File: config.mk
export PLATFORM = sky130hd
export DESIGN_NAME = tre_cmd_fifo
export DESIGN_NICKNAME = d
export VERILOG_FILES = /design/src/rtl/core/tre_pkg.sv /design/src/rtl/core/tre_cmd_fifo.sv
export SDC_FILE = /design/constraint.sdc
export NUM_CORES = 1
export LEC_CHECK = 0
export ABC_AREA = 1
export ABC_CLOCK_PERIOD_IN_PS = 3000
export BUFFER_PORTS_ARGS = -buffer_cell sky130_fd_sc_hd__buf_2
export CORE_MARGIN = 5
export CORE_UTILIZATION = 45
export CTS_BUF_LIST = sky130_fd_sc_hd__clkbuf_8 sky130_fd_sc_hd__clkbuf_16
export DETAILED_ROUTE_END_ITERATION = 7
export PLACE_DENSITY = 0.65
export RECOVER_POWER = 25
export SETUP_SLACK_MARGIN = 0.4
export SYNTH_ARGS = -nofsm -noshare
export SYNTH_HDL_FRONTEND = slang
export SYNTH_SLANG_ARGS = --single-unit
File: constraint.sdc
create_clock -name i_clk -period 3 [get_ports i_clk]
set_clock_uncertainty 0.2 [all_clocks]
set_input_delay 0.45 -clock i_clk [delete_from_list [all_inputs] [get_ports i_clk]]
set_output_delay 0.45 -clock i_clk [all_outputs]
set_load 0.05 [all_outputs]
File: src/rtl/core/tre_pkg.sv
`timescale 1ns / 1ps
// ----------------------------------------------------------------------------
// tre_pkg
// Shared types, constants and helpers of the targa RLE pixel encoder.
// ----------------------------------------------------------------------------
package tre_pkg;

    localparam int MAX_PACKET_DEF   = 128;
    localparam int GROUP_PIXELS_DEF = 4;
    localparam int MAX_RESULTS      = 34;
    localparam int CMDQ_DEPTH       = 4;
    localparam int CMDQ_AW          = $clog2(CMDQ_DEPTH);
    localparam int CFG_IDX_W        = 1;

    localparam logic [CFG_IDX_W-1:0] CFG_ALPHA_ENABLE = 1'b0;
    localparam logic [CFG_IDX_W-1:0] CFG_RLE_ENABLE   = 1'b1;

    localparam logic [7:0] RUN_FLAG = 8'h80;

    typedef struct packed {
        logic [7:0] red;
        logic [7:0] green;
        logic [7:0] blue;
        logic [7:0] alpha;
        logic       row_end;
    } t_pix_in;

    typedef struct packed {
        logic        is_header;
        logic [7:0]  header_byte;
        logic [2:0]  group_count;
        logic [31:0] pixel_a;
        logic [31:0] pixel_b;
        logic [31:0] pixel_c;
        logic [31:0] pixel_d;
        logic        last_result;
    } t_pix_out;

    typedef enum logic [1:0] {
        CMD_PASS,
        CMD_RUN,
        CMD_RAW
    } t_cmd_kind;

    // One packet job handed from the classifier to the emitter.
    typedef struct packed {
        t_cmd_kind   kind;
        logic [7:0]  count;
        logic [31:0] pixel;
        logic        last;
    } t_cmd;

    typedef enum logic [2:0] {
        BS_IDLE,
        BS_HEAD,
        BS_PIXEL,
        BS_FETCH,
        BS_DRAIN,
        BS_SEND
    } t_back_state;

    // Raw packets close early so one pixel never causes too many results.
    function automatic int f_raw_limit(input int max_packet, input int group_pixels);
        int lim;
        lim = (MAX_RESULTS - 3) * group_pixels;
        return (max_packet < lim) ? max_packet : lim;
    endfunction

    function automatic t_cmd f_make_cmd(input t_cmd_kind kind, input logic [7:0] count,
                                        input logic [31:0] pixel, input logic last);
        t_cmd c;
        c.kind  = kind;
        c.count = count;
        c.pixel = pixel;
        c.last  = last;
        return c;
    endfunction

endpackage

File: src/rtl/core/tre_cmd_fifo.sv
`timescale 1ns / 1ps
// ----------------------------------------------------------------------------
// tre_cmd_fifo
// Small command queue between classifier and emitter; takes up to two
// commands per cycle, gives one.
// ----------------------------------------------------------------------------
module tre_cmd_fifo
    import tre_pkg::*;
(
    input  logic       i_clk,
    input  logic       i_rst_n,
    input  logic [1:0] i_push_cnt,
    input  t_cmd       i_cmd0,
    input  t_cmd       i_cmd1,
    output logic       o_space_ok,
    output logic       o_valid,
    output t_cmd       o_head,
    input  logic       i_pop
);

    t_cmd               r_q [CMDQ_DEPTH];
    logic [CMDQ_AW-1:0] r_wp, n_wp;
    logic [CMDQ_AW-1:0] r_rp, n_rp;
    logic [CMDQ_AW:0]   r_cnt, n_cnt;
    logic [CMDQ_AW-1:0] wp_next;

    assign wp_next    = r_wp + 1'b1;
    assign o_space_ok = (r_cnt <= (CMDQ_AW + 1)'(CMDQ_DEPTH - 2));
    assign o_valid    = (r_cnt != '0);
    assign o_head     = r_q[r_rp];

    always_comb begin
        n_wp  = r_wp + CMDQ_AW'(i_push_cnt);
        n_rp  = i_pop ? (r_rp + 1'b1) : r_rp;
        n_cnt = r_cnt + (CMDQ_AW + 1)'(i_push_cnt) - (CMDQ_AW + 1)'(i_pop);
    end

    always_ff @(posedge i_clk) begin
        if (!i_rst_n) begin
            r_wp  <= '0;
            r_rp  <= '0;
            r_cnt <= '0;
        end else begin
            r_wp  <= n_wp;
            r_rp  <= n_rp;
            r_cnt <= n_cnt;
        end
    end

    always_ff @(posedge i_clk) begin
        if (i_push_cnt != 2'd0) begin
            r_q[r_wp] <= i_cmd0;
        end
        if (i_push_cnt == 2'd2) begin
            r_q[wp_next] <= i_cmd1;
        end
    end

endmodule

Yosys cells after proc, flatten, opt, wreduce, memory -nomap -nowiden:

Memories as Yosys holds them, arrays and structs flattened. A register that Yosys moved wholly into a read port is not among the register bits.
Cells that the tools add are included.

* $add $sub $neg: 5
* magnitude comparators: 1
* equality and inequality tests: 1
* mux-type cells: 6
* reductions and logical operators: 2

Operator list (number)
* $add 2x1->2 const B: 2
* $mux 1: 4
* $mux 2: 2
* $add 3x2->3: 1
* $le 3x2->1 const B: 1
* $reduce_bool 3->1: 1
* $sub 3x1->3: 1
* $add 2x2->2: 1
* $eq 2x2->1 const B: 1
* $reduce_bool 2->1: 1

* register bits: 7
* RAM bits: 172
* logic and storage cells: 19
* memories: 1

Memories
* r_q: depth 4, width 43, read ports 1, clocked after Yosys merged registers in 1, wr ports 2, RTL line tre_cmd_fifo.sv:21 `t_cmd r_q [CMDQ_DEPTH];`

Longest topological paths before layout:

* depth in word-level cells: 3
* depth in mapped cells: 8

Least setup slack after synthesis:

Ideal clock, no wire load.

* path type: in2reg
* start point: input port i_push_cnt[1]
* end point: memory r_q[3][0] in the netlist's numbering, enable pin
* setup time: 551 ps
* arrival: 1743 ps
* data required time: 2249 ps
* path slack: 506 ps
* stages on the path: 5
* cells stage by stage: inv_2 -> nor2_4 -> nand2_2 -> clkbuf_1 -> nand2_1

RTL lines
* from (decl): RTL line tre_cmd_fifo.sv:12 `input logic [1:0] i_push_cnt,`
* to (decl): RTL line tre_cmd_fifo.sv:21

==> impl_metrics.toml <==
[run_status]
status = "complete, but fails checks"
violations = "capacitance limit, slew limit"

[worst_setup_path]
r2r-start = "r_wp[1]"
critPathKind = "reg -> reg"
reg2reg_depth = 4
cp_top_family = "simple AND/OR/NAND/NOR gates"
crit_start = "r_wp[1]"
cp.depth = 4
cpMostUsedCell = "nand2_1"
worstPathRequired_ps = 2850
cp-end-kind = "flip-flop"
crit_fanout = 15
crit_arrival_ps = 2380
cpMaxStageDelayCell = "clkbuf_1"
crit_end = "r_q[1][25]"
crit_path_cell_trace = "nor2_1, nand2_1, nand2_1, clkbuf_1"
rrSetupSlack_ps = 470
r2r_end = "r_q[1][25]"
critPathBufInv = 1
cpPeakStageDelay_ps = 740
worstSetupStartpointType = "flip-flop"

[min_path]
min_path_type = "in -> reg"

[drt]
drt-initial-drc-count = 584
wl_met3_um = 1250
detail-route-antenna-nets = 0
wire_per_inst_um = 15.5
wirelength_met1_um = 9710
highest_layer = "met5"
wl_met2_um = 10300
via_per_inst = 5.02
drc = 0
wl_um = 21600
first_pass_iters = 4
via_count = 6987

[timing]
period_share = 0.842
max_slew_margin = -0.0374
setup_viol = 0
fin_crit_ps = 2530
rsz0062_at_grt = "no"
fmax_mhz = 396
slew_violations = 87
worst_pin_slew_ps = 1560
finalHoldViolations = 0
tns_ps = 0

[logic_synthesis]
synth-simple-area-share = 0.124
synthCells = 995
ys.flop_type = "edfxtp_1"
yosysTopAreaCellShare = 0.569
yosys_warnings = 0
ys_types = 22
synth_edf_count = 172
synth_fa_ha_area_frac = 0.00772
ys_seq_elements = 181
synth.avg_cell_area_um2 = 9.12
syn_nets = 1091
synth_area_um2 = 9070
synth.area.top_cells = "edfxtp_1 (57%), nand2_1 (11%), o21ai_0 (8.7%)"
synth_xor_area_frac = 0
ys_seq_area_frac = 0.589
synth.mux.area_fraction = 0
synth_top_family_by_area = "compound AO/OA/AOI/OAI gates"
synth-compound-area-share = 0.182
async_flop_share = 0
synth_top_cell_by_area = "edfxtp_1"

[job]
maxCapViolations = 1

[global_route]
grt_max_degree = 87
antenna_found_initial = 1
grt_pass1_vias = 6699
grt_usage = 0.185
gr-total-overflow = 0
grt_pass1_wl_um = 34400

[die]
fp.dieW_um = 152
rows = 52
dieArea_um2 = 23100
ios = 136
die_height_um = 152
core_um2 = 20000
initial_core_util = 0.453

[final_layout]
final_core_util = 0.531
seqCellArea_um2 = 5350
fill_cells = 1822
layout_commonest_cell = "nand2_1"
area_growth_pct = 17.3
finish.instance_area_um2 = 10600
diodes = 0
multiInputGateArea_um2 = 2860
layout.nets = 1204
drive_gt1_frac = 0.177
layout_common_cells = "nand2_1 (276), edfxtp_1 (172), o21ai_0 (162)"

[cts]
path_clk_slew_ps = 70
postCtsHoldBufs = 0
cts_root_buf = "clkbuf_16"
clk_latency_ps = 430
cts_tree = "yes"
clockBufferDepth = 2
htreeDepth = 4
cts_made_buffers = 17
clock_sinks = 181

[pwr]
p_total_mw = 6.61
ir_drop_v = 0.000408
leakage_nw = 4.75
power.density_nw_per_um2 = 621

[place]
dpl_cell_area_um2 = 10100
portBuffers = 135
routabilityCongestion = 0.770
hpwl_um = 13400
## layer usage
layer,GRT usage,vias to the layer above
li1,-,3570
met1,0.251,3209
met2,0.298,182
met3,0.0447,24
met4,0.0497,2
met5,0,-
## Yosys cell counts, types with 2 or more instances
| library cell | n |
|---|---|
| ha_1 | 4 |
| edfxtp_1 | 172 |
| clkbuf_1 | 33 |
| inv_1 | 143 |
| inv_2 | 2 |
| nand2_1 | 276 |
| buf_2 | 21 |
| o211ai_1 | 43 |
| nand2_2 | 3 |
| o21ai_0 | 158 |
| o21ai_1 | 59 |
| nand3_1 | 4 |
| nor2_1 | 3 |
| buf_6 | 8 |
| a21oi_1 | 49 |
| buf_4 | 2 |
| nor2_2 | 2 |
| dfxtp_1 | 9 |
## worst min-delay path by stage
| stage | cells past startpoint | from | slack, ps | endpoint |
|---|---|---|---|---|
| floorplan | 2 | r_rp[1] | 240 | flip-flop |
| global placement | 2 | r_rp[1] | 240 | flip-flop |
| detailed placement | 2 | r_rp[1] | 250 | flip-flop |
| CTS | 2 | i_pop | 40 | r_rp[0] |
| global route | 2 | i_pop | 60 | r_rp[0] |
| finish | 2 | i_pop | 60 | r_rp[0] |
## state kept, by name, indices dropped and copies added (netlist names), named ones only
signal	cells
r_rp	2
r_q	172
r_cnt	3
r_wp	2
## area by class of cell
| class | instances | share of cell area |
|---|---|---|
| clock buffers | 17 | 0.0400 |
| clock inverters | 15 | 0.0130 |
| inverters | 145 | 0.0511 |
| multi-input cells | 604 | 0.269 |
| flip-flops and latches | 181 | 0.503 |
| well taps | 270 | 0.0317 |
| repair buffers | 159 | 0.0922 |
## worst register-to-register path: stages, from the launching register on
cell and delay [ps]:
dfxtp_1 380, nor2_1 160, nand2_1 390, nand2_1 280, clkbuf_1 740
## repair_timing
item / 4_1_cts / 5_1_grt
gates resized for setup: 0 / 1
setup buffers: 1 / 2
endpoints found under the setup margin: 32 / 19
## kinds of logic after synthesis
logic type      count (synthesis)
simple gates                  290
buf+inv                       210
flops                         181
fa+ha+maj                       5
compound gates                309
## metrics by stage
| stage | setup WS (ps) | hold slack [ps] | std cells |
|---|---|---|---|
| after detailed placement | 704 | 253 | 1356 |
| after global routing | 280 | 61.1 | 1391 |
| final | 473 | 56.0 | 1391 |
| after floorplan | 506 | 236 | 995 |
| after global placement | 774 | 242 | 1356 |
| after CTS | 417 | 35.4 | 1389 |
## power breakdown
part / total [mW] / leakage, nW / internal, mW / switching, mW
clock network: 2.13 / 0.264 / 1.09 / 1.04
registers: 3.12 / 1.69 / 3.05 / 0.0714
logic: 1.36 / 2.80 / 0.367 / 0.990
total: 6.61 / 4.75 / 4.51 / 2.10
No activity file was read; power rests on OpenSTA's default activity.
