[src/rtl/core/tre_pkg.sv]
`timescale 1ns / 1ps
// ----------------------------------------------------------------------------
// tre_pkg
// Shared types, constants and helpers of the targa RLE pixel encoder.
// ----------------------------------------------------------------------------
package tre_pkg;

    localparam int MAX_PACKET_DEF   = 128;
    localparam int GROUP_PIXELS_DEF = 4;
    localparam int MAX_RESULTS      = 34;
    localparam int CMDQ_DEPTH       = 4;
    localparam int CMDQ_AW          = $clog2(CMDQ_DEPTH);
    localparam int CFG_IDX_W        = 1;

    localparam logic [CFG_IDX_W-1:0] CFG_ALPHA_ENABLE = 1'b0;
    localparam logic [CFG_IDX_W-1:0] CFG_RLE_ENABLE   = 1'b1;

    localparam logic [7:0] RUN_FLAG = 8'h80;

    typedef struct packed {
        logic [7:0] red;
        logic [7:0] green;
        logic [7:0] blue;
        logic [7:0] alpha;
        logic       row_end;
    } t_pix_in;

    typedef struct packed {
        logic        is_header;
        logic [7:0]  header_byte;
        logic [2:0]  group_count;
        logic [31:0] pixel_a;
        logic [31:0] pixel_b;
        logic [31:0] pixel_c;
        logic [31:0] pixel_d;
        logic        last_result;
    } t_pix_out;

    typedef enum logic [1:0] {
        CMD_PASS,
        CMD_RUN,
        CMD_RAW
    } t_cmd_kind;

    // One packet job handed from the classifier to the emitter.
    typedef struct packed {
        t_cmd_kind   kind;
        logic [7:0]  count;
        logic [31:0] pixel;
        logic        last;
    } t_cmd;

    typedef enum logic [2:0] {
        BS_IDLE,
        BS_HEAD,
        BS_PIXEL,
        BS_FETCH,
        BS_DRAIN,
        BS_SEND
    } t_back_state;

    // Raw packets close early so one pixel never causes too many results.
    function automatic int f_raw_limit(input int max_packet, input int group_pixels);
        int lim;
        lim = (MAX_RESULTS - 3) * group_pixels;
        return (max_packet < lim) ? max_packet : lim;
    endfunction

    function automatic t_cmd f_make_cmd(input t_cmd_kind kind, input logic [7:0] count,
                                        input logic [31:0] pixel, input logic last);
        t_cmd c;
        c.kind  = kind;
        c.count = count;
        c.pixel = pixel;
        c.last  = last;
        return c;
    endfunction

endpackage

[src/rtl/core/tre_front.sv]
`timescale 1ns / 1ps
// ----------------------------------------------------------------------------
// tre_front
// Pixel classifier: tracks the open run or raw packet, writes raw pixels
// into the pixel ring and queues packet commands for the emitter.
// ----------------------------------------------------------------------------
module tre_front
    import tre_pkg::*;
#(
    parameter int MAX_PACKET = MAX_PACKET_DEF,
    parameter int RAW_LIMIT  = f_raw_limit(MAX_PACKET_DEF, GROUP_PIXELS_DEF),
    parameter int STORE_AW   = $clog2(2 * f_raw_limit(MAX_PACKET_DEF, GROUP_PIXELS_DEF))
) (
    input  logic                i_clk,
    input  logic                i_rst_n,
    input  logic                i_in_valid,
    output logic                o_in_ready,
    input  t_pix_in             i_pixel,
    input  logic                i_alpha_en,
    input  logic                i_rle_en,
    input  logic [STORE_AW:0]   i_rd_ptr,
    output logic                o_wr_en,
    output logic [STORE_AW-1:0] o_wr_addr,
    output logic [31:0]         o_wr_data,
    input  logic                i_q_space_ok,
    output logic [1:0]          o_push_cnt,
    output t_cmd                o_cmd0,
    output t_cmd                o_cmd1
);

    localparam logic [7:0] MAX8 = 8'(MAX_PACKET);
    localparam logic [7:0] LIM8 = 8'(RAW_LIMIT);

    logic [31:0]       r_held, n_held;
    logic              r_held_valid, n_held_valid;
    logic              r_in_run, n_in_run;
    logic [7:0]        r_run_len, n_run_len;
    logic [7:0]        r_raw_cnt, n_raw_cnt;
    logic [STORE_AW:0] r_wr_ptr, n_wr_ptr;
    logic              r_tail, n_tail;

    logic [31:0] pix;
    logic        same;
    logic        store_full;
    logic        accept;
    logic        tail_go;
    logic [7:0]  raw_next;

    always_comb begin
        pix        = {(i_alpha_en ? i_pixel.alpha : 8'h00),
                      i_pixel.red, i_pixel.green, i_pixel.blue};
        same       = (pix == r_held);
        store_full = (r_wr_ptr[STORE_AW] != i_rd_ptr[STORE_AW]) &&
                     (r_wr_ptr[STORE_AW-1:0] == i_rd_ptr[STORE_AW-1:0]);
        o_in_ready = !r_tail && i_q_space_ok && !store_full;
        accept     = i_in_valid && o_in_ready;
        tail_go    = r_tail && i_q_space_ok && !store_full;
        raw_next   = r_raw_cnt + 8'd1;

        n_held       = r_held;
        n_held_valid = r_held_valid;
        n_in_run     = r_in_run;
        n_run_len    = r_run_len;
        n_raw_cnt    = r_raw_cnt;
        n_wr_ptr     = r_wr_ptr;
        n_tail       = r_tail;

        o_cmd0     = f_make_cmd(CMD_PASS, 8'd0, 32'd0, 1'b0);
        o_cmd1     = f_make_cmd(CMD_PASS, 8'd0, 32'd0, 1'b0);
        o_push_cnt = 2'd0;
        o_wr_en    = 1'b0;
        o_wr_addr  = r_wr_ptr[STORE_AW-1:0];
        o_wr_data  = r_held;

        if (tail_go) begin
            // close the row: finish the run, or push the held pixel and flush raw
            if (r_in_run) begin
                o_cmd0 = f_make_cmd(CMD_RUN, r_run_len, r_held, 1'b1);
            end else begin
                o_wr_en  = 1'b1;
                n_wr_ptr = r_wr_ptr + 1'b1;
                o_cmd0   = f_make_cmd(CMD_RAW, raw_next, 32'd0, 1'b1);
            end
            o_push_cnt   = 2'd1;
            n_raw_cnt    = 8'd0;
            n_held_valid = 1'b0;
            n_in_run     = 1'b0;
            n_run_len    = 8'd0;
            n_tail       = 1'b0;
        end else if (accept) begin
            if (!i_rle_en) begin
                o_cmd0     = f_make_cmd(CMD_PASS, 8'd1, pix, 1'b1);
                o_push_cnt = 2'd1;
            end else begin
                if (!r_held_valid) begin
                    n_held       = pix;
                    n_held_valid = 1'b1;
                    n_in_run     = 1'b0;
                    n_run_len    = 8'd0;
                end else if (r_in_run) begin
                    if (same) begin
                        if (r_run_len >= MAX8) begin
                            o_cmd0     = f_make_cmd(CMD_RUN, MAX8, r_held, 1'b0);
                            o_push_cnt = 2'd1;
                            n_run_len  = 8'd1;
                        end else begin
                            n_run_len = r_run_len + 8'd1;
                        end
                    end else begin
                        o_cmd0     = f_make_cmd(CMD_RUN, r_run_len, r_held, 1'b0);
                        o_push_cnt = 2'd1;
                        n_held     = pix;
                        n_in_run   = 1'b0;
                        n_run_len  = 8'd0;
                    end
                end else if (same) begin
                    // a run starts: the open raw packet closes first
                    if (r_raw_cnt != 8'd0) begin
                        o_cmd0     = f_make_cmd(CMD_RAW, r_raw_cnt, 32'd0, 1'b0);
                        o_push_cnt = 2'd1;
                        n_raw_cnt  = 8'd0;
                    end
                    n_in_run = 1'b1;
                    if (MAX8 <= 8'd1) begin
                        if (o_push_cnt == 2'd0) begin
                            o_cmd0 = f_make_cmd(CMD_RUN, MAX8, r_held, 1'b0);
                        end else begin
                            o_cmd1 = f_make_cmd(CMD_RUN, MAX8, r_held, 1'b0);
                        end
                        o_push_cnt = o_push_cnt + 2'd1;
                        n_run_len  = 8'd1;
                    end else begin
                        n_run_len = 8'd2;
                    end
                end else begin
                    o_wr_en  = 1'b1;
                    n_wr_ptr = r_wr_ptr + 1'b1;
                    n_held   = pix;
                    if (raw_next >= LIM8) begin
                        o_cmd0     = f_make_cmd(CMD_RAW, raw_next, 32'd0, 1'b0);
                        o_push_cnt = 2'd1;
                        n_raw_cnt  = 8'd0;
                    end else begin
                        n_raw_cnt = raw_next;
                    end
                end

                if (i_pixel.row_end) begin
                    n_tail = 1'b1;
                end else if (o_push_cnt == 2'd2) begin
                    o_cmd1.last = 1'b1;
                end else if (o_push_cnt == 2'd1) begin
                    o_cmd0.last = 1'b1;
                end
            end
        end
    end

    always_ff @(posedge i_clk) begin
        if (!i_rst_n) begin
            r_held       <= '0;
            r_held_valid <= 1'b0;
            r_in_run     <= 1'b0;
            r_run_len    <= '0;
            r_raw_cnt    <= '0;
            r_wr_ptr     <= '0;
            r_tail       <= 1'b0;
        end else begin
            r_held       <= n_held;
            r_held_valid <= n_held_valid;
            r_in_run     <= n_in_run;
            r_run_len    <= n_run_len;
            r_raw_cnt    <= n_raw_cnt;
            r_wr_ptr     <= n_wr_ptr;
            r_tail       <= n_tail;
        end
    end

endmodule

[config.mk]
export PLATFORM = sky130hd
export DESIGN_NAME = tre_front
export DESIGN_NICKNAME = d
export VERILOG_FILES = /design/src/rtl/core/tre_pkg.sv /design/src/rtl/core/tre_front.sv
export SDC_FILE = /design/constraint.sdc
export NUM_CORES = 1
export LEC_CHECK = 0
export ABC_AREA = 1
export BUFFER_PORTS_ARGS = -buffer_cell sky130_fd_sc_hd__buf_4
export CAP_MARGIN = 20
export CORE_MARGIN = 1
export CORE_UTILIZATION = 50
export DETAILED_ROUTE_END_ITERATION = 10
export GPL_TIMING_DRIVEN = 0
export PLACE_DENSITY_LB_ADDON = 0.05
export SYNTH_ARGS = -nofsm -noshare
export SYNTH_HDL_FRONTEND = slang
export SYNTH_SLANG_ARGS = --single-unit
[constraint.sdc]
create_clock -name i_clk -period 6 [get_ports i_clk]
set_clock_uncertainty 0.05 [all_clocks]
set_input_delay 0.6 -clock i_clk [delete_from_list [all_inputs] [get_ports i_clk]]
set_output_delay 0.6 -clock i_clk [all_outputs]
set_load 0.05 [all_outputs]
# Word level (Yosys, flattened, before mapping)
# Index checks and enable logic that the tools add are counted.
# classes
n_bitwise,3
div,0
order_cmp,2
mux,59
reduce_logical,19
mul,0
eq_ne,11
add_sub_neg,3
shifts,0
# op_table
operator,count
43-bit two-way mux,10
8-bit two-way mux,9
32-bit two-way mux,2
9-bit two-way mux,7
42-bit two-way mux,1
32-bit equality test,1
1-bit two-way mux,20
2-bit two-way mux,10
"8-bit by 1-bit adder with 8-bit output, second input constant",2
"9-bit by 1-bit adder with 9-bit output, second input constant",1
8-bit equality test,1
"8-bit by 7-bit >= comparator with 1-bit output, second input constant",1
"8-bit >= comparator, second input constant",1
8-bit nonzero test,1
1-bit logical AND,6
"2-bit inequality test, second input constant",3
3-bit AND reduction,2
6-bit AND reduction,1
2-bit nonzero test,3
5-bit AND reduction,1
"2-bit by 1-bit inequality test with 1-bit output, second input constant",2
4-bit AND reduction,1
"3-bit by 1-bit inequality test with 1-bit output, second input constant",1
1-bit inverter,3
other kinds (6),7
# totals
ram_bits,0
n_memories,0
latch_bits,0
out_inout_bits,130
regBits,60
romBits,0
elab_cells,104

# Depth between registers and ports, before layout
# Gate-level depths: netlist (run 1).
# logic_depth
ltp_word,16
mapped_depth,16
ltp_nobuf,16

# Worst setup path before layout (run 1)
# No wires, ideal clock.
# synth_timing
kind,register to output
from,"reg r_held[4], in the netlist o_wr_data[4]"
to,out o_cmd0[37] (netlist name)
required_time_ns,5.350
arrival_time_ns,2.897
path_stages_with_launch,11
slack_ns,2.453
path_cell_list,dfxtp_1 > xnor2_1 > nand2_1 > nor2_1 > nand2_1 > nor2_1 > nand2_4 > buf_2 > o21ai_0 > nor2_1 > o21ai_0
# synth_rtl
item,line,text
start: declaration,tre_front.sv:34,"logic [31:0] r_held, n_held;"
start signal: assignment,tre_front.sv:169,r_held <= n_held;
end: declaration,tre_front.sv:27,"output t_cmd o_cmd0,"

==> key figures, run 1 <==
Outcome
  – Outcome: complete, no violations

Layout
  – Final core utilization: 0.685
  – Layout cells sized above 1: 0.246
  – Final instance area: 0.00645 mm²
  – Fin nets: about 1000
  – Non-filler cells, final: 1116
  – Area delta synth->final: 30.2%
  – Number of diodes: 0
  – Fillers: 890
  – Commonest non-fill, non-tap cell in the layout: buf_4
  – Most frequent cells in the layout: 188 x buf_4, 173 x nand2_1, 84 x nor2_1

Min path
  – HP Class: register to register
  – Hold Path Origin: r_raw_cnt[7]
  – Hold Path Stages: 2
  – WHS Endpoint: r_raw_cnt[7]

Critical path
  – Crit path cell chain: xnor2_1 -> nand3_1 -> nor2_1 -> nand2_2 -> nand3_1 -> nor2_1 -> inv_1 -> clkbuf_1 -> o21ai_0 -> buf_4
  – CP Max Fanout: 10
  – Critical path launch point type: register
  – CP Data Required Time: 5.35 ns
  – Slowest-stage cell, CP: dfxtp_1
  – Worst R2R Start: r_raw_cnt[0]
  – Crit path max-delay family: simple AND/OR/NAND/NOR gates
  – WS Path Type: register to output pin
  – R2R setup slack: around 3.7 ns
  – Crit path DAT: approximately 2.9 ns
  – Buf/Inv on CP: 3
  – Crit path largest cell delay: 0.46 ns
  – Reg-to-Reg End: r_raw_cnt[1]
  – Worst r2r path cells: 9
  – Crit. End Element: output pin

Power
  – Worst VDD drop: ~90 µV
  – P per Cell Area: 174 mW/mm²
  – Pleak: 3.21 nW

Timing
  – Actual slew at the worst max-slew pin: 0.549 ns
  – Worst Setup Slack, final: 2.42 ns
  – Setup violations, final: 0
  – Max-Slew Margin vs Limit: 0.631
  – Fin crit period: 3.58 ns
  – Final setup TNS: 0 ns
  – Max Transition Viols Final: 0
  – Hold violation count in the final report: 0
  – RSZ-0062 raised after global routing: no
  – Period utilization: 0.596
  – FMAX: 280 MHz

Global route
  – Met2 usage: 0.525
  – Largest net degree at the start of global routing: 11
  – GRT Max-Usage Layer: met2
  – Met3 usage: 0.0566
  – First-pass GRT wire length: around 24 mm
  – Initial antenna violation count: 0
  – Total gr overflow: 0
  – GRT Total Usage: 0.296
  – Met1 usage: 0.356
  – Number of global-route vias before repair: 5263

Synthesis
  – Average footprint of a synthesized cell: 6.22 µm²
  – Multiplexer area fraction after synthesis: 0
  – Synth Flop Type: dfxtp_1
  – Largest family of logic cells by synthesized area: simple AND/OR/NAND/NOR gates
  – Synthesized-area fraction occupied by adder cells: 0.0126
  – EDFF count, synth: 0
  – Flops & latches, synth: 60
  – Xor/xnor cell area share of the yosys netlist: 0.0583
  – Synth Area in Simple Gates: 0.314
  – Mapped Cells: about 800
  – Unique cell type count in the Yosys netlist: 39
  – Cell taking the most area after synthesis: dfxtp_1
  – Cell Area, Synth: 0.00495 mm²
  – Synth Area in Compound Gates: 0.195
  – Async set-reset flop share out of synthesis: 0
  – Area contributors post-synth: dfxtp_1 24%, nand2_1 13%, o21ai_0 8.4%
  – Yosys top cell area share: 0.242
  – Seq/Total Area, Yosys: 0.242
  – YS warnings: 0

Clock tree
  – Number of H-tree levels: 3
  – Worst-Skew Late Latency: roughly 0.36 ns
  – Post-CTS Setup Inserts: 0
  – TritonCTS clock tree: done
  – CTS Hold Buffers Added: 0
  – Post-CTS Resized: 0
  – Clock buffer depth: 2
  – TritonCTS buffer count: 9
  – Clk sinks: 60
  – CTS root buf: clkbuf_8
  – Worst-path clk slew: approximately 0.070 ns

Placement
  – Setup WS pre-CTS: 2.55 ns
  – Detailed Place HPWL: 11.7 mm
  – Final Wtd Congestion: around 0.9
  – Dpl cells: 1102
  – Dpl cell area: approximately 0.0063 mm²
  – Number of port buffers: 133

Die
  – Chip Height: 102 µm
  – Boundary Pins: 178
  – # rows: 35
  – Starting density of the core: 0.526
  – Die area: 0.0103 mm²
  – Chip width: 102 µm
  – Core area: about 0.0094 mm²

Drt
  – Routed vias/inst: 5.12
  – DRC: 0
  – Vias: 5719
  – Iteration-0 DRC Markers: 294
  – Antenna viol nets, final: 0
  – WL final: 15.1 mm
  – DRT Pass-1 Iters: 5
  – DR WL/cell: 13.6 µm

Run
  – Max Cap Viol: 0
## logic make-up after synthesis
family                   Yosys count
AND/OR/NAND/NOR                  358
XOR/XNOR                          33
buffers and inverters            164
other                              1
adder cells (fa/ha/maj)            5
flip-flops                        60
AO/OA/AOI/OAI                    176
## sequential cells by signal, indices dropped and copies added, names as in the netlist
name and count:
r_run_len 8, r_tail 1, r_in_run 1, r_raw_cnt 8, r_held_valid 1, r_wr_ptr 9
o_wr_data 32
## synth_stat cells (10+ instances only)
cell type / instances
clkbuf_1: 14
buf_4: 55
o21ai_0: 83
a21o_1: 16
nand3_1: 66
a21oi_1: 56
xor2_1: 10
inv_1: 70
dfxtp_1: 60
buf_2: 10
nand2_1: 173
nor2_1: 84
xnor2_1: 23
## power by group
group	switching [mW]	internal, mW	total [mW]	leakage (nW)
Clock	0.169	0.178	0.347	0.0941
Sequential	0.0197	0.414	0.433	0.488
Combinational	0.232	0.109	0.342	2.63
Total	0.421	0.701	1.12	3.21
## metrics by stage
| step | hold slack [ns] | total power [mW] |
|---|---|---|
| final | 0.426 | 1.12 |
| after global routing | 0.444 | 1.17 |
| after CTS | 0.417 | 1.12 |
| after detailed placement | 0.409 | 0.780 |
| after global placement | 0.400 | 0.774 |
| after floorplan | 0.382 | 0.687 |
## worst max-delay path by stage
stage / from / end / slack [ns] / cells after the start
floorplan: o_wr_data[4] / o_cmd0[37] / 2.45 / 10
global placement: i_rd_ptr[1] / o_cmd0[29] / 2.60 / 12
detailed placement: i_rd_ptr[1] / o_cmd0[29] / 2.55 / 12
CTS: r_wr_ptr[6] / o_cmd0[29] / 2.48 / 10
global route: r_wr_ptr[1] / o_cmd0[29] / 2.18 / 10
finish: r_wr_ptr[6] / o_cmd0[29] / 2.42 / 10
## layout make-up
| type | count | area [µm²] | share of cell area |
|---|---|---|---|
| flip-flops and latches | 60 | 1200 | 0.186 |
| well taps | 129 | 161 | 0.0250 |
| clock buffers | 12 | 165 | 0.0256 |
| repair buffers | 133 | 998 | 0.155 |
| clock inverters | 2 | 10.0 | 0.00155 |
| plain buffers | 85 | 579 | 0.0898 |
| inverters | 79 | 297 | 0.0460 |
| multi-input cells | 616 | 3040 | 0.471 |
## routing by layer
| metal | routed length [µm] | vias to the layer above |
|---|---|---|
| li1 | - | 2867 |
| met1 | 6320 | 2597 |
| met2 | 7510 | 229 |
| met3 | 1050 | 26 |
| met4 | 267 | 0 |
| met5 | 0 | - |
## worst reg2reg max path, stage by stage, from the launching register on
cell and delay (ns):
dfxtp_1 0.43, ha_1 0.22, nand3_1 0.12, nor2_1 0.15
xor2_1 0.15, a21oi_2 0.33, nand2_1 0.19, nor3_2 0.34
nand2_1 0.10, a21oi_1 0.13
Note: power is estimated with default switching activity, not from simulation.
==> run 2: changes to the inputs <==
--- a/config.mk
+++ b/config.mk
@@ -9,7 +9,7 @@
 export BUFFER_PORTS_ARGS = -buffer_cell sky130_fd_sc_hd__buf_4
 export CAP_MARGIN = 20
 export CORE_MARGIN = 1
-export CORE_UTILIZATION = 50
+export CORE_UTILIZATION = 46
 export DETAILED_ROUTE_END_ITERATION = 10
 export GPL_TIMING_DRIVEN = 0
 export PLACE_DENSITY_LB_ADDON = 0.05
==> constraint.sdc (replaced) <==
create_clock -name i_clk -period 3.05 [get_ports i_clk]
set_clock_uncertainty 0.05 [all_clocks]
set_input_delay 0.305 -clock i_clk [delete_from_list [all_inputs] [get_ports i_clk]]
set_output_delay 0.305 -clock i_clk [all_outputs]
set_load 0.05 [all_outputs]
==> key figures, run 2 (same netlist as run 1, synthesis figures left out) <==
Outcome
  – Outcome: complete, no violations

Layout
  – Fillers: 1080
  – Number of diodes: 0
  – Commonest non-fill, non-tap cell in the layout: buf_4
  – Final core utilization: 0.635
  – Fin nets: 1040
  – Layout cells sized above 1: 0.261
  – Most frequent cells in the layout: 191 x buf_4, 173 x nand2_1, 81 x o21ai_0
  – Largest register FFs: 32
  – Final instance area: 0.00658 mm²
  – Area delta synth->final: 32.8%
  – Non-filler cells, final: about 1100

Critical path
  – WS Path Type: register to output pin
  – Critical path launch point type: register
  – CP Max Fanout: 10
  – Crit path DAT: 2.47 ns
  – Crit. End Element: output pin
  – CP Data Required Time: between 2 and 3 ns

Die
  – Chip Height: 106 µm
  – Chip width: 106 µm
  – Core area: around 0.010 mm²
  – Starting density of the core: 0.478
  – Die area: 0.0112 mm²
  – Boundary Pins: between 150 and 200
  – # rows: 37

Power
  – Comb power frac: 0.285
  – Pint: 1.53 mW
  – Power share of the clock group: 0.353
  – Net switching power: about 0.82 mW
  – Worst VDD drop: about 240 µV
  – Sw Ratio: 0.350
  – Part of the power in registers: 0.362
  – P per Cell Area: 358 mW/mm²
  – Pleak: approximately 3.3 nW

Global route
  – GRT Total Usage: 0.260
  – Initial antenna violation count: 0
  – First-pass GRT wire length: 23.6 mm
  – Number of global-route vias before repair: approximately 5000
  – Total gr overflow: 0
  – Largest net degree at the start of global routing: 11

Timing
  – Actual slew at the worst max-slew pin: roughly 0.6 ns
  – Hold violation count in the final report: 0
  – Fin crit period: 2.83 ns
  – Period utilization: 0.926
  – FMAX: 354 MHz
  – Max-Slew Margin vs Limit: 0.599
  – Max Transition Viols Final: 0
  – Setup violations, final: 0
  – Final setup TNS: 0 ns
  – RSZ-0062 raised after global routing: no

Drt
  – Antenna viol nets, final: 0
  – WL final: 14.4 mm
  – Routed vias/inst: 4.91
  – Vias: 5539
  – DR WL/cell: 12.7 µm
  – Iteration-0 DRC Markers: around 260
  – DRC: 0
  – DRT Pass-1 Iters: 4

Clock tree
  – Clk sinks: 60
  – CTS Hold Buffers Added: 0
  – Worst-path clk slew: about 0.08 ns
  – Worst-Skew Late Latency: ~0.35 ns
  – CTS root buf: clkbuf_8
  – Clock buffer depth: 2
  – Number of H-tree levels: 3
  – TritonCTS buffer count: 9
  – TritonCTS clock tree: done

Run
  – Max Cap Viol: 0

Placement
  – Detailed Place HPWL: roughly 11 mm
  – Number of port buffers: 133
  – Dpl cell area: 0.00629 mm²
  – Dpl cells: about 1100
  – Final Wtd Congestion: 0.831

Min path
  – HP Class: input port to register
-- run 2: cell types whose count changed in the layout (fill, tap and decap cells not counted), sizes merged --
cell,change
buf,+3
clkinv,-2
clkbuf,-1
bufinv,+2
clkinvlp,+2
-- run 2: worst paths after layout --
kind | start | slack (ns) | cells past startpoint | end
setup / recovery | o_wr_data[8] | 0.22 | 14 | o_cmd0[21]
hold / removal | i_pixel[31] | 0.17 | 3 | o_wr_data[22]
setup reg to reg | r_raw_cnt[1] | 0.86 | 9 | r_raw_cnt[1]
hold reg to reg | r_raw_cnt[7] | 0.42 | 2 | r_raw_cnt[7]
-- run 2: repair_timing --
item	CTS	global route
pin swaps	0	1
endpoints found under the setup margin	7	35
resized for setup	3	11
buffers inserted	0	3
-- run 2: per-stage QoR --
step | hold WS, ns | setup WS (ns) | power, mW
2_1_floorplan | 0.382 | 0.0965 | 1.35
3_3_place_gp | 0.404 | 0.269 | 1.53
3_5_place_dp | 0.413 | 0.237 | 1.53
4_1_cts | 0.160 | 0.0523 | 2.35
5_1_grt | 0.175 | 0.00827 | 2.46
6_report | 0.166 | 0.224 | 2.35
-- run 2: power groups by stage --
stage / Sequential [mW] / Combinational (mW) / Clock (mW)
6_report: 0.853 / 0.670 / 0.831
5_1_grt: 0.857 / 0.718 / 0.883
4_1_cts: 0.852 / 0.663 / 0.836
3_5_place_dp: 0.869 / 0.662 / 0
3_3_place_gp: 0.870 / 0.659 / 0
2_1_floorplan: 0.937 / 0.416 / 0
-- run 2: final cells by class --
type | count | area, µm² | area share
Multi-Input combinational cell | 616 | 3080 | 0.468
Sequential cell | 60 | 1200 | 0.183
Timing Repair Buffer | 136 | 1020 | 0.155
Buffer | 85 | 583 | 0.0886
Inverter | 79 | 300 | 0.0456
Tap cell | 136 | 170 | 0.0259
Clock buffer | 11 | 151 | 0.0230
Clock inverter | 4 | 72.6 | 0.0110
-- run 2: routing by layer --
layer | track usage | part of all wire | up-vias
met5 | 0 | 0 | -
met4 | 0.0526 | 0.0081 | 0
met3 | 0.0557 | 0.070 | 10
met2 | 0.431 | 0.47 | 176
met1 | 0.347 | 0.45 | 2484
li1 | - | - | 2869
-- run 2: critical path, stage by stage (launching register included) --
cell and delay, ns:
dfxtp_1 0.35, inv_1 0.10, nand2_1 0.05, nand2_1 0.06
nand2_1 0.07, nor2_1 0.10, nand2_1 0.09, nor2_2 0.27
nand3_4 0.18, buf_2 0.24, nand3_1 0.08, o21ai_0 0.09
nand2_1 0.07, o21ai_0 0.14, buf_4 0.23
==> run 3: changes to the inputs <==
--- a/config.mk
+++ b/config.mk
@@ -13,6 +13,7 @@
 export DETAILED_ROUTE_END_ITERATION = 10
 export GPL_TIMING_DRIVEN = 0
 export PLACE_DENSITY_LB_ADDON = 0.05
+export SETUP_SLACK_MARGIN = 0.5
 export SYNTH_ARGS = -nofsm -noshare
 export SYNTH_HDL_FRONTEND = slang
 export SYNTH_SLANG_ARGS = --single-unit
==> key figures, run 3 (same netlist as run 1, synthesis figures left out) <==
Layout
  – Non-filler cells, final: 1164
  – Fin nets: 1078
  – Layout cells sized above 1: 0.441
  – Number of diodes: 0
  – Largest register FFs: 32
  – Multi-input gate area: ~0.0036 mm²
  – Most frequent cells in the layout: 182 x buf_4, 162 x nand2_1, 73 x nor2_1
  – Register area: 0.00129 mm²
  – Commonest non-fill, non-tap cell in the layout: buf_4
  – Area delta synth->final: 56.8%
  – Final core utilization: 0.749
  – Fillers: 805

Critical path
  – Buf/Inv on CP: 3
  – Worst r2r path cells: 15
  – Crit path largest cell delay: 0.39 ns
  – CP dominant cell by count: nand2_1
  – Crit. End Element: output pin
  – Crit path max-delay family: simple AND/OR/NAND/NOR gates
  – Slowest-stage cell, CP: dfxtp_2
  – Worst R2R Start: o_wr_data[21]
  – Reg-to-Reg End: o_wr_data[16]
  – Crit path DAT: 2.32 ns
  – Critical path launch point type: register
  – CP Max Fanout: 5
  – CP Data Required Time: about 2.7 ns
  – R2R setup slack: 0.88 ns
  – Crit path cell chain: inv_2 -> nand2_1 -> nand4_1 -> nor2_1 -> nand2_2 -> nor2_4 -> nand3_4 -> buf_6 -> a21oi_1 -> nand2_1 -> nand2_2 -> nand2_1 -> buf_4
  – WS Path Type: register to output pin

Clock tree
  – Worst-path clk slew: 0.08 ns
  – Clk sinks: 60
  – Worst-Skew Late Latency: 0.36 ns
  – TritonCTS clock tree: done
  – CTS root buf: clkbuf_8
  – Number of H-tree levels: 3
  – CTS Hold Buffers Added: 0
  – TritonCTS buffer count: 9
  – Clock buffer depth: 2

Min path
  – HP Class: input port to register
  – Hold Path Origin: i_pixel[32]
  – WHS Endpoint: o_wr_data[23]
  – Hold Path Stages: 3

Die
  – Die area: 0.0112 mm²
  – Core area: just over 0.01 mm²
  – Chip width: about 110 µm
  – Chip Height: 106 µm
  – Boundary Pins: 178
  – Starting density of the core: 0.478
  – # rows: 37

Global route
  – Initial antenna violation count: 0
  – Number of global-route vias before repair: 5086
  – GRT Total Usage: 0.274
  – Total gr overflow: 0
  – Largest net degree at the start of global routing: 11
  – First-pass GRT wire length: 24.7 mm

Drt
  – Iteration-0 DRC Markers: approximately 280
  – WL final: 16.5 mm
  – DRC: 0
  – Vias: 5970
  – Antenna viol nets, final: 0
  – Routed vias/inst: 5.13
  – DR WL/cell: approximately 14 µm
  – DRT Pass-1 Iters: 5

Timing
  – Period utilization: 0.876
  – Max-Slew Margin vs Limit: 0.584
  – Actual slew at the worst max-slew pin: roughly 0.62 ns
  – FMAX: roughly 370 MHz
  – Setup violations, final: 0
  – Fin crit period: approximately 2.7 ns
  – Hold violation count in the final report: 0
  – Max Transition Viols Final: 0
  – Final setup TNS: 0 ns
  – RSZ-0062 raised after global routing: yes
  – Worst hold slack: 0.166 ns

Outcome
  – Outcome: complete, no violations

Placement
  – Number of port buffers: 133
  – Dpl cells: 1109
  – Detailed Place HPWL: 11.0 mm
  – Final Wtd Congestion: 0.862

Run
  – Max Cap Viol: 0

Power
  – Pleak: 3.63 nW
  – P per Cell Area: 312 mW/mm²
  – Power Total: ~2.4 mW
  – Worst VDD drop: roughly 220 µV
-- run 3: worst max-delay path by stage --
stage,slack [ns],cells after the start,start,to
3_3_place_gp,0.19,12,i_rd_ptr[1],o_cmd0[26]
3_5_place_dp,0.18,12,i_rd_ptr[1],o_cmd0[26]
2_1_floorplan,0.22,9,r_wr_ptr[1],o_cmd0[25]
4_1_cts,0.50,11,r_wr_ptr[1],o_cmd0[29]
5_1_grt,0.23,12,o_wr_data[3],o_cmd0[0]
6_report,0.38,13,o_wr_data[21],o_push_cnt[0]
-- run 3: cell type report --
cell class	count	share of cell area
clock inverters	4	0.00966
clock buffers	10	0.0177
well taps	136	0.0219
flip-flops and latches	60	0.166
plain buffers	85	0.0828
multi-input cells	617	0.468
repair buffers	173	0.194
inverters	79	0.0411
-- run 3: stage by stage --
step | setup WS, ns | cell area (µm²)
floorplan | 0.220 | 5180
finish | 0.377 | 7770
global placement | 0.185 | 6350
CTS | 0.501 | 7100
detailed placement | 0.178 | 6350
global route | 0.230 | 7770
-- run 3: worst min-delay path, stage by stage --
cell and delay (ns):
buf_4 0.10, o21ai_1 0.06, nor2_1 0.07
-- run 3: routing by layer --
layer / global-route usage / up-vias / wire length (µm)
met5: 0 / - / 0
met4: 0.0873 / 0 / 327
met3: 0.0612 / 36 / 1240
met2: 0.446 / 256 / 8200
met1: 0.358 / 2720 / 6730
li1: - / 2958 / -
-- run 3: power by group --
group | leakage [nW] | switching (mW) | internal, mW | total, mW
Clock | 0.100 | 0.348 | 0.473 | 0.821
Combinational | 3.02 | 0.497 | 0.255 | 0.752
Sequential | 0.513 | 0.0415 | 0.811 | 0.853
Total | 3.63 | 0.886 | 1.54 | 2.43
-- run 3: timing repair --
item | CTS | global route
pin swaps | 24 | 34
gates resized for setup | 133 | 152
endpoints found under the setup margin | 45 | 45
buffers inserted | 22 | 13
gates cloned | 3 | 3
